<file path="src/alrpv_pkg.sv">
// ----------------------------------------------------------------------------
// alrpv_pkg
// types and constants of the abs log return per volume block
// ----------------------------------------------------------------------------
package alrpv_pkg;

	localparam int PRICE_W = 32;
	localparam int VOLUME_W = 32;
	localparam int RATIO_W = 56;
	localparam int VOL_TOT_W = 48;
	localparam int SUM_W = 40;
	localparam int LOG_W = 32;
	localparam int LOG2_FRAC = 28;
	localparam int RATIO_FRAC = 40;
	localparam logic [29:0] LN2_Q30 = 30'd744261118;
	localparam int PRICE_FRAC_BITS_DEF = 16;
	localparam int LOG_FRAC_BITS_DEF = 24;
	localparam int QUEUE_DEPTH = 4;

	typedef struct packed {
		logic [PRICE_W-1:0]  price;
		logic [VOLUME_W-1:0] volume;
		logic                sample_ok;
		logic                series_end;
	} in_word_t;

	typedef struct packed {
		logic [RATIO_W-1:0] ratio;
		logic               ratio_valid;
	} out_word_t;

	// queued word with its class marked
	typedef struct packed {
		in_word_t word;
		logic     price_zero;
	} q_entry_t;

	typedef struct packed {
		logic     valid;
		q_entry_t entry;
	} q_head_t;

endpackage

</file>
<file path="src/alrpv_front.sv">
// ----------------------------------------------------------------------------
// alrpv_front
// accepts sample words, marks zero prices and holds them in a short queue
// ----------------------------------------------------------------------------
module alrpv_front (
	input  logic                clk,
	input  logic                arst_n,
	input  logic                sample_valid,
	output logic                sample_stall,
	input  alrpv_pkg::in_word_t sample,
	output alrpv_pkg::q_head_t  head,
	input  logic                pop
);
	import alrpv_pkg::*;

	localparam int AW = $clog2(QUEUE_DEPTH);

	q_entry_t        mem_q [QUEUE_DEPTH];
	logic [AW-1:0]   wr_ptr_q, rd_ptr_q;
	logic [AW:0]     count_q;
	logic            push, do_pop;
	q_entry_t        new_entry;

	// classify the incoming word
	always_comb begin
		new_entry.word = sample;
		new_entry.price_zero = (sample.price == '0);
	end

	assign sample_stall = (count_q == (AW+1)'(QUEUE_DEPTH));
	assign push = sample_valid && !sample_stall;
	assign do_pop = pop && (count_q != '0);

	// queue storage
	always_ff @(posedge clk) begin
		if (push) begin
			mem_q[wr_ptr_q] <= new_entry;
		end
	end

	// pointers and fill level
	always_ff @(posedge clk or negedge arst_n) begin
		if (!arst_n) begin
			wr_ptr_q <= '0;
			rd_ptr_q <= '0;
			count_q <= '0;
		end else begin
			if (push) wr_ptr_q <= wr_ptr_q + 1'b1;
			if (do_pop) rd_ptr_q <= rd_ptr_q + 1'b1;
			if (push && !do_pop) count_q <= count_q + 1'b1;
			else if (do_pop && !push) count_q <= count_q - 1'b1;
		end
	end

	assign head.valid = (count_q != '0);
	assign head.entry = mem_q[rd_ptr_q];

endmodule

</file>
<file path="src/alrpv_back.sv">
// ----------------------------------------------------------------------------
// alrpv_back
// log by repeated squaring, series sums and a bit-serial divide per series
// ----------------------------------------------------------------------------
module alrpv_back #(
	parameter int PRICE_FRAC_BITS = alrpv_pkg::PRICE_FRAC_BITS_DEF,
	parameter int LOG_FRAC_BITS = alrpv_pkg::LOG_FRAC_BITS_DEF
) (
	input  logic                 clk,
	input  logic                 arst_n,
	input  alrpv_pkg::q_head_t   head,
	output logic                 pop,
	output logic                 result_valid,
	input  logic                 result_stall,
	output alrpv_pkg::out_word_t result
);
	import alrpv_pkg::*;

	localparam int SH = LOG2_FRAC + 30 - LOG_FRAC_BITS;
	localparam int SHIFT = RATIO_FRAC - LOG_FRAC_BITS;
	localparam int NW = SUM_W + SHIFT;
	localparam int QW = (NW > RATIO_W) ? NW : RATIO_W + 1;
	localparam int DCW = $clog2(NW + 1);

	typedef enum logic [2:0] {
		S_IDLE, S_SQ, S_MUL, S_ACC, S_END, S_DIV, S_OUT
	} state_t;

	state_t               state_q;
	logic                 end_q;
	logic [31:0]          y_q;
	logic [LOG2_FRAC-1:0] f_q;
	logic [4:0]           msb_q;
	logic [4:0]           cnt_q;
	logic                 neg_q;
	logic [63:0]          prod_q;
	logic [VOL_TOT_W-1:0] vol_q;
	logic [SUM_W-1:0]     sum_q;
	logic [LOG_W-1:0]     prev_q;
	logic                 have_prev_q, poison_q, prev_zero_q;
	logic [NW-1:0]        num_q;
	logic [VOL_TOT_W-1:0] rem_q;
	logic [QW-1:0]        quo_q;
	logic [DCW-1:0]       dcnt_q;
	logic                 out_valid_q;
	out_word_t            out_q;

	// leading one of the price
	logic [4:0] msb_c;
	always_comb begin
		msb_c = '0;
		for (int i = 0; i < 32; i++) begin
			if (head.entry.word.price[i]) msb_c = 5'(i);
		end
	end

	// one squaring step
	logic [63:0] sq;
	logic [32:0] sq_sh;
	assign sq = 64'(y_q) * 64'(y_q);
	assign sq_sh = sq[63:31];

	// integer part and magnitude of log2
	logic signed [6:0] ipart;
	logic [6:0]        ipart_abs;
	logic [33:0]       mag_base, mag;
	assign ipart = $signed({2'b00, msb_q}) - 7'(PRICE_FRAC_BITS);
	assign ipart_abs = ipart[6] ? 7'(-ipart) : 7'(ipart);
	assign mag_base = {27'b0, ipart_abs} << LOG2_FRAC;
	assign mag = ipart[6] ? mag_base - 34'(f_q) : mag_base + 34'(f_q);

	// rounding, clamp and difference
	logic [63:0]        rnd;
	logic [63:0]        lim;
	logic [32:0]        magr;
	logic signed [32:0] lg;
	logic signed [33:0] diff;
	logic [33:0]        adiff;
	logic [SUM_W:0]     sum_next;
	assign rnd = (prod_q + (64'(1) << (SH - 1))) >> SH;
	assign lim = neg_q ? 64'h8000_0000 : 64'h7FFF_FFFF;
	assign magr = (rnd > lim) ? lim[32:0] : rnd[32:0];
	assign lg = neg_q ? -$signed(magr) : $signed(magr);
	assign diff = $signed({lg[32], lg}) - $signed({{2{prev_q[31]}}, prev_q});
	assign adiff = diff[33] ? 34'(-diff) : 34'(diff);
	assign sum_next = {1'b0, sum_q} + (SUM_W+1)'(adiff);

	// volume sum
	logic [VOL_TOT_W:0] vol_next;
	assign vol_next = {1'b0, vol_q} + (VOL_TOT_W+1)'(head.entry.word.volume);

	// restoring divide step
	logic [VOL_TOT_W:0] rem2;
	logic               qbit;
	assign rem2 = {rem_q, num_q[NW-1]};
	assign qbit = (rem2 >= {1'b0, vol_q});

	logic out_free;
	assign out_free = !out_valid_q || !result_stall;
	assign pop = (state_q == S_IDLE) && head.valid;

	// sequencer, series state and output register
	always_ff @(posedge clk or negedge arst_n) begin
		if (!arst_n) begin
			state_q <= S_IDLE;
			vol_q <= '0;
			sum_q <= '0;
			prev_q <= '0;
			have_prev_q <= 1'b0;
			poison_q <= 1'b0;
			prev_zero_q <= 1'b0;
			out_valid_q <= 1'b0;
		end else begin
			// output word offered until taken
			if (state_q == S_OUT && out_free) out_valid_q <= 1'b1;
			else if (!result_stall) out_valid_q <= 1'b0;
			unique case (state_q)
				S_IDLE: begin
					if (head.valid) begin
						end_q <= head.entry.word.series_end;
						msb_q <= msb_c;
						y_q <= head.entry.word.price << (5'd31 - msb_c);
						f_q <= '0;
						cnt_q <= '0;
						if (head.entry.word.sample_ok && !head.entry.price_zero) begin
							state_q <= S_SQ;
						end else begin
							state_q <= S_END;
						end
						if (head.entry.word.sample_ok) begin
							vol_q <= vol_next[VOL_TOT_W] ? '1 : vol_next[VOL_TOT_W-1:0];
							if (head.entry.price_zero) begin
								if (have_prev_q) poison_q <= 1'b1;
								prev_q <= '0;
								prev_zero_q <= 1'b1;
								have_prev_q <= 1'b1;
							end
						end
					end
				end
				S_SQ: begin
					if (sq_sh[32]) begin
						y_q <= sq_sh[32:1];
						f_q <= {f_q[LOG2_FRAC-2:0], 1'b1};
					end else begin
						y_q <= sq_sh[31:0];
						f_q <= {f_q[LOG2_FRAC-2:0], 1'b0};
					end
					cnt_q <= cnt_q + 1'b1;
					if (cnt_q == 5'(LOG2_FRAC - 1)) state_q <= S_MUL;
				end
				S_MUL: begin
					prod_q <= 64'(mag) * 64'(LN2_Q30);
					neg_q <= ipart[6];
					state_q <= S_ACC;
				end
				S_ACC: begin
					if (have_prev_q) begin
						if (prev_zero_q) begin
							poison_q <= 1'b1;
						end else begin
							sum_q <= sum_next[SUM_W] ? '1 : sum_next[SUM_W-1:0];
						end
					end
					prev_q <= lg[31:0];
					prev_zero_q <= 1'b0;
					have_prev_q <= 1'b1;
					state_q <= S_END;
				end
				S_END: begin
					if (!end_q) begin
						state_q <= S_IDLE;
					end else if (vol_q == '0 || poison_q) begin
						quo_q <= '0;
						state_q <= S_OUT;
					end else begin
						num_q <= {sum_q, SHIFT'(0)};
						rem_q <= '0;
						quo_q <= '0;
						dcnt_q <= '0;
						state_q <= S_DIV;
					end
				end
				S_DIV: begin
					rem_q <= qbit ? VOL_TOT_W'(rem2 - {1'b0, vol_q}) : rem2[VOL_TOT_W-1:0];
					quo_q <= {quo_q[QW-2:0], qbit};
					num_q <= num_q << 1;
					dcnt_q <= dcnt_q + 1'b1;
					if (dcnt_q == DCW'(NW - 1)) state_q <= S_OUT;
				end
				S_OUT: begin
					if (out_free) begin
						out_q.ratio_valid <= (vol_q != '0) && !poison_q;
						if ((quo_q >> RATIO_W) != '0) out_q.ratio <= '1;
						else out_q.ratio <= quo_q[RATIO_W-1:0];
						vol_q <= '0;
						sum_q <= '0;
						prev_q <= '0;
						have_prev_q <= 1'b0;
						poison_q <= 1'b0;
						prev_zero_q <= 1'b0;
						state_q <= S_IDLE;
					end
				end
				default: state_q <= S_IDLE;
			endcase
		end
	end

	assign result_valid = out_valid_q;
	assign result = out_q;

endmodule

</file>
<file path="src/abs_log_return_per_volume_top.sv">
// ----------------------------------------------------------------------------
// abs_log_return_per_volume_top
// sum of absolute log returns of a price series over its total volume
// ----------------------------------------------------------------------------
// channel   dir  valid          stall          word
// sample    in   sample_valid   sample_stall   price, volume, sample_ok, series_end
// result    out  result_valid   result_stall   ratio, ratio_valid
//
// a nonzero usable price passes issue, 28 squaring steps, scaling by ln2,
// accumulation and end check; a zero or skipped sample passes issue and end
// check; a series end adds SUM_W + RATIO_FRAC - LOG_FRAC_BITS (56) divide
// steps and the output state, or only the output state for an invalid result.
// a four-word queue takes samples while the back end works.
// reset clears the queue and all series sums; no clearing pass.
// a stalled result holds in the output register; the back end waits on it.
// ----------------------------------------------------------------------------
module abs_log_return_per_volume_top #(
	parameter int PRICE_FRAC_BITS = alrpv_pkg::PRICE_FRAC_BITS_DEF,
	parameter int LOG_FRAC_BITS = alrpv_pkg::LOG_FRAC_BITS_DEF
) (
	input  logic                 clk,
	input  logic                 arst_n,
	input  logic                 sample_valid,
	output logic                 sample_stall,
	input  alrpv_pkg::in_word_t  sample,
	output logic                 result_valid,
	input  logic                 result_stall,
	output alrpv_pkg::out_word_t result
);
	import alrpv_pkg::*;

	q_head_t head;
	logic    pop;

	// front: accept and queue
	alrpv_front u_front (
		.clk          (clk),
		.arst_n       (arst_n),
		.sample_valid (sample_valid),
		.sample_stall (sample_stall),
		.sample       (sample),
		.head         (head),
		.pop          (pop)
	);

	// back: log, sums and divide
	alrpv_back #(
		.PRICE_FRAC_BITS (PRICE_FRAC_BITS),
		.LOG_FRAC_BITS   (LOG_FRAC_BITS)
	) u_back (
		.clk          (clk),
		.arst_n       (arst_n),
		.head         (head),
		.pop          (pop),
		.result_valid (result_valid),
		.result_stall (result_stall),
		.result       (result)
	);

endmodule

</file>
<file path="config.mk">
export PLATFORM = sky130hd
export DESIGN_NAME = abs_log_return_per_volume_top
export DESIGN_NICKNAME = d
export VERILOG_FILES = /design/src/alrpv_pkg.sv /design/src/alrpv_front.sv /design/src/alrpv_back.sv /design/src/abs_log_return_per_volume_top.sv
export SDC_FILE = /design/constraint.sdc
export NUM_CORES = 2
export LEC_CHECK = 0
export BUFFER_PORTS_ARGS = -buffer_cell sky130_fd_sc_hd__buf_2
export CORE_UTILIZATION = 30
export DETAILED_ROUTE_END_ITERATION = 10
export PLACE_DENSITY = 0.43
export SYNTH_ARGS = -nofsm -noshare
export SYNTH_HDL_FRONTEND = slang
export SYNTH_SLANG_ARGS = --single-unit
</file>
<file path="constraint.sdc">
create_clock -name clk -period 10.4 [get_ports clk]
set_input_delay 0 -clock clk [delete_from_list [all_inputs] [get_ports clk]]
set_output_delay 0 -clock clk [all_outputs]
set_load 0.01 [all_outputs]
</file>
==> results.cfg <==
[setup_path]
crit_fanout = 4
cp_data_arrival_time_ns = 10.25
worst-path-buf-inv = 9
critPathMostFrequentCell = fa_1
cp-endpoint = u_back.prod_q[61]$_DFFE_PP_
crit_required_ns = 10.79
path_depth = 40
slowest_stage = fa_1
worst_path_largest_cell_delay_ns = 0.58
critical_path.startpoint_type = flop
worst-r2r-cell-count = 40
crit_start = u_back.f_q[1]$_SDFFCE_PN0P_
path_class = reg -> reg
r2r_end = u_back.prod_q[61]$_DFFE_PP_
cpLargestDelayFamily = adder cells
end_kind = flop
reg2reg_setup_slack_ns = 0.54
timing.rr.start = u_back.f_q[1]$_SDFFCE_PN0P_

[grt]
overflow = 0
grtUsageTotal = 0.1785
antenna_found_initial = 23
grt_pass1_wl_um = 384900
grt_pass1_vias = 62480
grt_max_degree = 82

[placed_design]
place_inst = 11970
io_buffers = 128
gp_congestion = 0.8902
dp_hpwl_um = 199900

[synthesis]
synthArstFlopShare = 0.1879
ys_ff_latch = 713
ys_types = 94
avgSynthCellArea_um2 = 10.24
syn_nets = 10240
synth-seq-area-share = 0.2470
yosysWarnings = 0
synth_area_um2 = 83970
synth_edf_count = 579
synth-main-ff-cell = edfxtp_1
syn_inst = 8197

[clock_network]
clock_path_buffers = 3
cts-root-buf = clkbuf_16
clkSlewWorstSetupHoldPaths_ns = 0.06
cts_buffers = 84
clock-sinks = 713
clkLatencyLatePin_ns = 0.71
htreeDepth = 3
cts_tree = built

[drt]
post_drt_wl_per_cell_um = 20.30
vias_per_cell = 4.757
firstDrtPassIters = 5
antenna_left = 0
postRouteWirelength_um = 248000
drtIter0Drc = 2913
dr_total_vias = 58100
drcViolationCount = 0

[timing]
slew_viol_final = 0
slew_headroom = 0.1566
tightest_slew_ns = 1.257
period_share = 0.9484
fin_crit_ns = 9.864
max_freq_mhz = 101.4
finalSetupViolCount = 0
clock_skew_ns = 0.07479
finalHoldViolations = 0

[floorplanning]
rows = 193
ios = 129
core-area_um2 = 277500
die_area_um2 = 282000
die_h_um = 531.1
die_x_um = 531.1
start_util = 0.3026

[final_layout]
area_growth_syn_to_layout_pct = 11.65
fin_nets = 10480
layout-drive-gt1-share = 0.08292
fill_cells = 28300
stdcell_count = 12210

[job]
cap_violations = 0

[run_status]
status = complete, no violations

[min_path]
hold_path_class = in -> reg
Yosys cell counts (33+ instances only):
| library cell | n | share of area |
|---|---|---|
| xor2_1 | 119 | 0.012 |
| nor2_1 | 385 | 0.017 |
| o211ai_1 | 39 | 0.0035 |
| nand3_1 | 81 | 0.0048 |
| o21a_1 | 38 | 0.0034 |
| o22ai_1 | 37 | 0.0028 |
| nand2b_1 | 45 | 0.0034 |
| edfxtp_1 | 579 | 0.21 |
| ha_1 | 774 | 0.12 |
| mux4_2 | 68 | 0.018 |
| or2_2 | 80 | 0.0060 |
| inv_1 | 1678 | 0.075 |
| nor2b_1 | 43 | 0.0032 |
| xnor2_1 | 200 | 0.021 |
| and2_1 | 224 | 0.017 |
| a21o_1 | 110 | 0.0098 |
| dfrtp_1 | 134 | 0.040 |
| fa_1 | 1201 | 0.29 |
| o21ai_0 | 274 | 0.016 |
| mux2i_1 | 101 | 0.012 |
| nand4_1 | 52 | 0.0039 |
| nor4_1 | 44 | 0.0033 |
| nand2_1 | 663 | 0.030 |
| a22o_1 | 33 | 0.0034 |
| a31oi_1 | 37 | 0.0028 |
| a211oi_1 | 40 | 0.0036 |
| nor3_1 | 97 | 0.0058 |
| and3_1 | 122 | 0.0091 |
| clkbuf_1 | 221 | 0.0099 |
| a21oi_1 | 282 | 0.017 |
logic make-up (layout without fill, tap and decap cells):
logic type	count (synthesis)	in the layout	synth area share
compound gates	1113	1113	0.08500
mux	182	182	0.03202
xor+xnor	319	319	0.03327
buf+inv	1954	2259	0.08821
fa+ha+maj	1975	1975	0.4017
other cells	1	7	0.00004466
simple gates	1940	1940	0.1128
flops	713	713	0.2470
placed cells by master (no fill, tap or decap), types with 36 or more instances in the layout:
| cell | netlist | final |
|---|---|---|
| or2_2 | 80 | 80 |
| o22ai_1 | 37 | 37 |
| nand3_1 | 81 | 80 |
| o21a_1 | 38 | 38 |
| clkbuf_16 | 0 | 86 |
| and3_1 | 122 | 120 |
| edfxtp_1 | 579 | 579 |
| mux4_2 | 68 | 68 |
| nand4_1 | 52 | 52 |
| nand2b_1 | 45 | 45 |
| nor2_1 | 385 | 380 |
| mux2i_1 | 101 | 101 |
| nor4_1 | 44 | 41 |
| a21o_1 | 110 | 110 |
| buf_4 | 5 | 199 |
| xor2_1 | 119 | 118 |
| nand2_1 | 663 | 661 |
| buf_2 | 19 | 127 |
| ha_1 | 774 | 774 |
| nor3_1 | 97 | 93 |
| a31oi_1 | 37 | 36 |
| and2_1 | 224 | 219 |
| fa_1 | 1201 | 1201 |
| a21oi_1 | 282 | 278 |
| xnor2_1 | 200 | 199 |
| o21ai_0 | 274 | 269 |
| dfrtp_1 | 134 | 131 |
| nor2b_1 | 43 | 42 |
| a211oi_1 | 40 | 39 |
| o211ai_1 | 39 | 39 |
| inv_1 | 1678 | 1675 |
| dlygate4sd3_1 | 0 | 76 |
layout make-up:
cell class,instances,area [µm²],area share
multi-input cells,5530,56070,0.5980
clock buffers,101,2248,0.02398
well taps,3705,4636,0.04945
clock inverters,53,583.1,0.006219
repair buffers,413,3102,0.03309
flip-flops and latches,713,20750,0.2213
inverters,1692,6351,0.06775
diodes,6,15.01,0.0001602
how the worst min path moves through the flow:
stage                     startpoint                             end  slack (ns)  cells past startpoint
after global routing      sample[13]  u_front.mem_q[1][14]$_DFFE_PP_        0.04                      2
final                     sample[13]  u_front.mem_q[2][14]$_DFFE_PP_        0.06                      2
after detailed placement      arst_n    u_back.prev_q[0]$_DFFE_PN0P_       -0.04                      1
after global placement        arst_n    u_back.prev_q[0]$_DFFE_PN0P_       -0.05                      1
after floorplan               arst_n  u_back.have_prev_q$_DFFE_PN0P_       -0.30                      0
after CTS                 sample[16]  u_front.mem_q[3][17]$_DFFE_PP_        0.01                      2
routing by layer:
layer | global-route usage | vias up | routed length [µm]
met4 | 0.04209 | 2 | 5912
met5 | 0 | - | 17
li1 | - | 27250 | -
met3 | 0.01347 | 260 | 6943
met1 | 0.2367 | 29680 | 110000
met2 | 0.3145 | 899 | 125000
flip-flops by register name, summed over array words and instances (netlist names), 2 cells and up:
| signal | cells |
|---|---|
| u_front.mem_q | 268 |
| u_back.quo_q | 57 |
| u_back.result | 57 |
| u_back.rem_q | 48 |
| u_back.vol_q | 48 |
| u_back.num_q | 40 |
| u_back.sum_q | 40 |
| u_back.prev_q | 32 |
| u_back.y_q | 32 |
| u_back.prod_q | 31 |
| u_back.f_q | 28 |
| u_back.dcnt_q | 6 |
| u_back.cnt_q | 5 |
| u_back.msb_q | 5 |
| u_back.state_q | 3 |
| u_front.count_q | 3 |
| u_front.rd_ptr_q | 2 |
| u_front.wr_ptr_q | 2 |
stage by stage:
step                worst slack [ns]  utilization  hold WS [ns]  setup TNS [ns]  instance area, µm²
floorplan                     0.4984            -       -0.2956               0               83970
global placement             -0.1165       0.3243      -0.04915         -0.2113               89980
detailed placement           -0.1506       0.3243      -0.04162         -0.2799               89980
CTS                          0.06656       0.3374      0.009890               0               93610
global route                -0.02174       0.3379       0.04197        -0.02174               93750
finish                        0.5364       0.3379       0.06313               0               93750
worst register-to-register path, delay by kind of cell, from the launching register on:
kind | cells | cell delay, ns
adder cells (fa/ha/maj) | 10 | 4.63
AND/OR/NAND/NOR | 12 | 1.84
AO/OA/AOI/OAI | 6 | 1.32
buffers and inverters | 9 | 0.93
flip-flops | 1 | 0.42
XOR/XNOR | 3 | 0.41
timing repair:
item | CTS | global route
gates resized for setup | 4 | 28
pin swaps | 0 | 3
hold endpoints to repair | 354 | 0
setup endpoints to repair | 5 | 38
hold buffers | 77 | 0
buffers inserted | 0 | 2
Power is not shown: default switching activity piles up to over one toggle a cycle in this logic, so the estimate is an artifact.
